### src/rtl/core/lfu_pkg.sv
// Shared types and constants for the LFU cache table.
package lfu_pkg;

  // Controller states, one-hot
  typedef enum logic [4:0] {
    ST_IDLE   = 5'b00001,
    ST_SEARCH = 5'b00010,
    ST_PICK   = 5'b00100,
    ST_UPDATE = 5'b01000,
    ST_OUT    = 5'b10000
  } lfu_state_e;

  localparam logic MODE_GET = 1'b0;
  localparam logic MODE_PUT = 1'b1;
  localparam int unsigned CAP_BITS = 5;

  // Commands from the controller to the datapath
  typedef struct packed {
    logic load;    // capture the input item
    logic search;  // register match / victim results
    logic update;  // commit state change and result
  } lfu_cmd_t;

  // Status from the datapath
  typedef struct packed {
    logic dummy_ok;
  } lfu_sts_t;

endpackage

### src/rtl/core/lfu_ctrl.sv
// Controller state machine for the LFU cache table.
module lfu_ctrl import lfu_pkg::*; (
  input  logic     clk_i,
  input  logic     rst_ni,
  input  logic     in_valid_i,
  output logic     in_ready_o,
  output logic     out_valid_o,
  input  logic     out_ready_i,
  input  lfu_sts_t sts_i,
  output lfu_cmd_t cmd_o
);

  lfu_state_e state_q, state_d;
  logic       out_valid_q, out_valid_d;

  // In idle, accept a new item while the output register is empty or draining
  assign in_ready_o  = (state_q == ST_IDLE) && (!out_valid_q || out_ready_i);
  assign out_valid_o = out_valid_q;

  always_comb begin
    state_d     = state_q;
    out_valid_d = out_valid_q;
    cmd_o       = '0;
    if (out_valid_q && out_ready_i) out_valid_d = 1'b0;
    unique case (state_q)
      ST_IDLE: begin
        if (in_valid_i && in_ready_o) begin
          cmd_o.load = 1'b1;
          state_d    = ST_SEARCH;
        end
      end
      ST_SEARCH: begin
        cmd_o.search = 1'b1;
        state_d      = ST_PICK;
      end
      ST_PICK: begin
        state_d = sts_i.dummy_ok ? ST_UPDATE : ST_PICK;
      end
      ST_UPDATE: begin
        cmd_o.update = 1'b1;
        state_d      = ST_OUT;
      end
      ST_OUT: begin
        out_valid_d = 1'b1;
        state_d     = ST_IDLE;
      end
      default: state_d = ST_IDLE;
    endcase
  end

  always_ff @(posedge clk_i or negedge rst_ni) begin
    if (!rst_ni) begin
      state_q     <= ST_IDLE;
      out_valid_q <= 1'b0;
    end else begin
      state_q     <= state_d;
      out_valid_q <= out_valid_d;
    end
  end

endmodule

### config.mk
export PLATFORM = sky130hd
export DESIGN_NAME = lfu_ctrl
export DESIGN_NICKNAME = d
export VERILOG_FILES = /design/src/rtl/core/lfu_pkg.sv /design/src/rtl/core/lfu_ctrl.sv
export SDC_FILE = /design/constraint.sdc
export NUM_CORES = 1
export LEC_CHECK = 0
export BUFFER_PORTS_ARGS = -buffer_cell sky130_fd_sc_hd__buf_2
export CAP_MARGIN = 20
export CORE_AREA = 2 2 39 41
export CTS_CLUSTER_SIZE = 24
export DETAILED_ROUTE_END_ITERATION = 8
export DIE_AREA = 0 0 41 43
export PLACE_DENSITY = 0.46
export RECOVER_POWER = 50
export SETUP_SLACK_MARGIN = 0.05
export SYNTH_ARGS = -nofsm -noshare
export SYNTH_HDL_FRONTEND = slang
export SYNTH_SLANG_ARGS = --single-unit
export TNS_END_PERCENT = 5
### constraint.sdc
create_clock -name clk_i -period 1.43 [get_ports clk_i]
set_input_delay 0.143 -clock clk_i [delete_from_list [all_inputs] [get_ports clk_i]]
set_output_delay 0.143 -clock clk_i [all_outputs]
set_load 0.01 [all_outputs]
---- Word-level counts from Yosys, hierarchy flattened ----
Cells that the tools add are included.
operators by class
  equal/unequal tests ..................... 6
  reductions and logical operators ........ 6
  muxes and demuxes ....................... 9
operator list
  kind                number
  $pmux 5 s4          1
  $mux 1              6
  $eq 5x1->1 const B  1
  $eq 5x2->1 const B  1
  $eq 5x3->1 const B  1
  $eq 5x4->1 const B  1
  $eq 5x5->1 const B  1
  $mux 5              1
  $mux 4              1
  $logic_and 1x1->1   3
  $ne 2x1->1 const B  1
  $reduce_bool 2->1   1
  $logic_not 1->1     1
  $logic_or 1x1->1    1
storage, ports and cells
  register bits after elaboration ......... 6
  output and inout bits ................... 5
  input bits .............................. 5
  logic and storage cells ................. 23

---- Longest topological paths before layout ----
  depth after elaboration ................. 6
  gate-level depth with buffers ........... 4
  depth with buffers taken out ............ 3

---- Least setup slack after synthesis ----
Ideal clock, no wire load.
  path type ............................... register to output
  from .................................... reg state_q[1]
  to ...................................... out cmd_o[0] (netlist name)
  stages on the path, launching flop included .. 3
  slack ................................... 0.218 ns
  arrival time ............................ 1.069 ns
  path through ............................ dfrtp_1 > or3_4 > nor3b_2
RTL lines
  item                      line            source
  start: declaration        lfu_ctrl.sv:13  lfu_state_e state_q, state_d;
  start signal: assignment  lfu_ctrl.sv:56  state_q <= state_d;
  end: declaration          lfu_ctrl.sv:10  output lfu_cmd_t cmd_o

==> reports/summary.txt <==
initial antenna violation count = 0
RSZ-0062 raised after global routing = true
WP data required = 1.29 ns
class of the worst hold path = primary input to register
Reg2Reg Depth = 3
EDFF count, synth = 0
CP bufs+invs = 1
worst vdd ir = 0.547 mV
global-route wire length before repair = 1.35 mm
CP Max Fanout = 3
sequential-to-total area share from yosys stat = 46.4%
CTS tree = done
Netlist Area Pre-Place = 327 um2
CTS max path bufs = 2
Routed Antenna Nets = 0
Placement Cell Area = 399 um2
worst hold slack = 0.131 ns
die height = 43 um
# rows = 14
P per Cell Area = 1680 nW/um2
HPWL after DPL = 528 um
largest net degree at the start of global routing = 8
Final Hold Fails = 0
status = finished with violations
Critical Path AT = 1.33 ns
final worst path period need = 1.47 ns
ys flop type = dfrtp_1
final global-route overflow total = 0
clock skew = 0.00126 ns
routed vias/inst = 4.42
Clock transition at path regs = 0.05 ns
die area = 1760 um2
max cap viols = 0
routed via count = 283
critical path depth in cells = 3
ys async rst share = 100%
Slowest Stage Delay on Critical Path = 0.54 ns
drt pass-1 iters = 3
Cells after Synth = 30
number of global-route vias before repair = 289
CP max stage cell = dfstp_2
#FFs+latches synth = 6
area growth from synthesis to layout = 48.7%
cell family with most CP delay = flip-flops
CTS Sinks = 6
total track usage = 12.1%
cts bufs inserted = 3
most frequent cells in the layout = buf_2, dfrtp_1, buf_4, nor2_1, clkbuf_4
DRT iter0 DRCs = 10
Yosys Warn Count = 0
fin worst setup slack = -0.0404 ns
CP cell instances = nor3b_4 > and4_1 > buf_2
Synth cell types = 18
Pleak = 0.211 nW
final WL = 751 um
clock root buffer = clkbuf_4
failing checks = setup timing
ratio of cells with drive above 1 in the final layout = 54.2%
Hold Path Cell Cnt = 3
Chip Width = 41 um
worst-margin pin slew = 0.353 ns
Setup violations, final = 2
Max Freq = 0.680 GHz
Worst slew margin = 76.5%
reg-to-reg slack, setup = 0.25 ns
CP Launch Type = register
Synth Net Count = 35
Placeable Area = 1380 um2
Antenna diodes = 0
Final Net Count = 54
IO Port Bufs = 9
crit end category = primary output
post-route cell area = 485 um2
period utilization = 103%
WL per Instance = 11.7 um
H-tree levels = 1
placer congestion estimate = 0.784
I/O pin cnt = 10
Initial Utilization = 23.6%
number of remaining DRC errors = 0
Final Max Slew Viols = 0
Avg Synthesized Cell Area = 10.9 um2
Setup CP Type = register to primary output
commonest non-fill, non-tap cell in the layout = buf_2
later-pin clock latency in the skew report = 0.25 ns
## final cells by class
cell class,count,area (um2)
Timing Repair Buffer,15,101
Clock buffer,4,26.3
Multi-Input combinational cell,22,181
Tap cell,16,20.0
Fill cell,144,898
Sequential cell,6,153
Inverter,1,3.75
## power by group
| part | switching, mW | internal, mW |
|---|---|---|
| Combinational | 0.174 | 0.224 |
| Clock | 0.0699 | 0.106 |
| Sequential | 0.0319 | 0.212 |
| Total | 0.275 | 0.542 |
## final timing paths
| check | startpoint | endpoint |
|---|---|---|
| max in group asynchronous | rst_ni | state_q[0]$_DFFE_PN1P_ |
| min | sts_i | state_q[3]$_DFFE_PN0P_ |
| min in group asynchronous | rst_ni | state_q[4]$_DFFE_PN0P_ |
| max | state_q[0]$_DFFE_PN1P_ | cmd_o[2] |
| max reg2reg | state_q[1]$_DFFE_PN0P_ | state_q[4]$_DFFE_PN0P_ |
| min reg2reg | state_q[4]$_DFFE_PN0P_ | state_q[2]$_DFFE_PN0P_ |
## registers in the layout (all words and copies together), names as in the netlist
register	cells
state_q	5
out_valid_o	1
## cell families (layout without fill, tap and decap cells)
| logic type | Yosys count | count (layout) | share of synthesized area, % |
|---|---|---|---|
| AO/OA/AOI/OAI | 2 | 2 | 3.83 |
| flip-flops | 6 | 6 | 46.4 |
| buffers and inverters | 2 | 20 | 3.45 |
| AND/OR/NAND/NOR | 19 | 19 | 43.7 |
| XOR/XNOR | 1 | 1 | 2.68 |
## through the flow
| step | cells | setup WS (ns) | utilization (%) | TNS (ns) | total power, mW |
|---|---|---|---|---|---|
| 2_1_floorplan | 30 | 0.218 | - | 0 | 0.442 |
| 3_3_place_gp | 56 | 0.181 | 28.8 | 0 | 0.536 |
| 3_5_place_dp | 56 | 0.159 | 28.8 | 0 | 0.537 |
| 4_1_cts | 64 | -0.0459 | 34.7 | -0.0852 | 0.815 |
| 5_1_grt | 64 | -0.0989 | 35.1 | -0.202 | 0.871 |
| 6_report | 64 | -0.0404 | 35.1 | -0.0718 | 0.818 |
## repair_timing
item / CTS / global route
endpoints found under the hold margin: 6 / 0
hold buffers: 1 / 0
setup endpoints to repair: 4 / 4
buffers inserted: 3 / 0
pin swaps: 5 / 0
resized for setup: 5 / 2
## per-layer routing
metal / track usage (%) / part of all wire, %
met1: 14.8 / 43
met2: 16.9 / 52
met3: 3.14 / 3.6
met4: 10.0 / 1.9
met5: 0 / 0
## worst reg2reg max path, delay by kind of cell (launching register included)
kind / cells / cell delay (ns)
buffers and inverters: 1 / 0.16
and+or+nand+nor: 2 / 0.56
DFF: 1 / 0.39
## synth_stat cells, types with 2 or more instances
cell type / instances / share of area, %
and4_1: 2 / 5.4
dfrtp_1: 5 / 38
nand2_1: 2 / 2.3
nor2_1: 4 / 4.6
nor3_2: 2 / 6.1
nor3b_2: 3 / 11
Note: power is estimated with default switching activity, not from simulation.
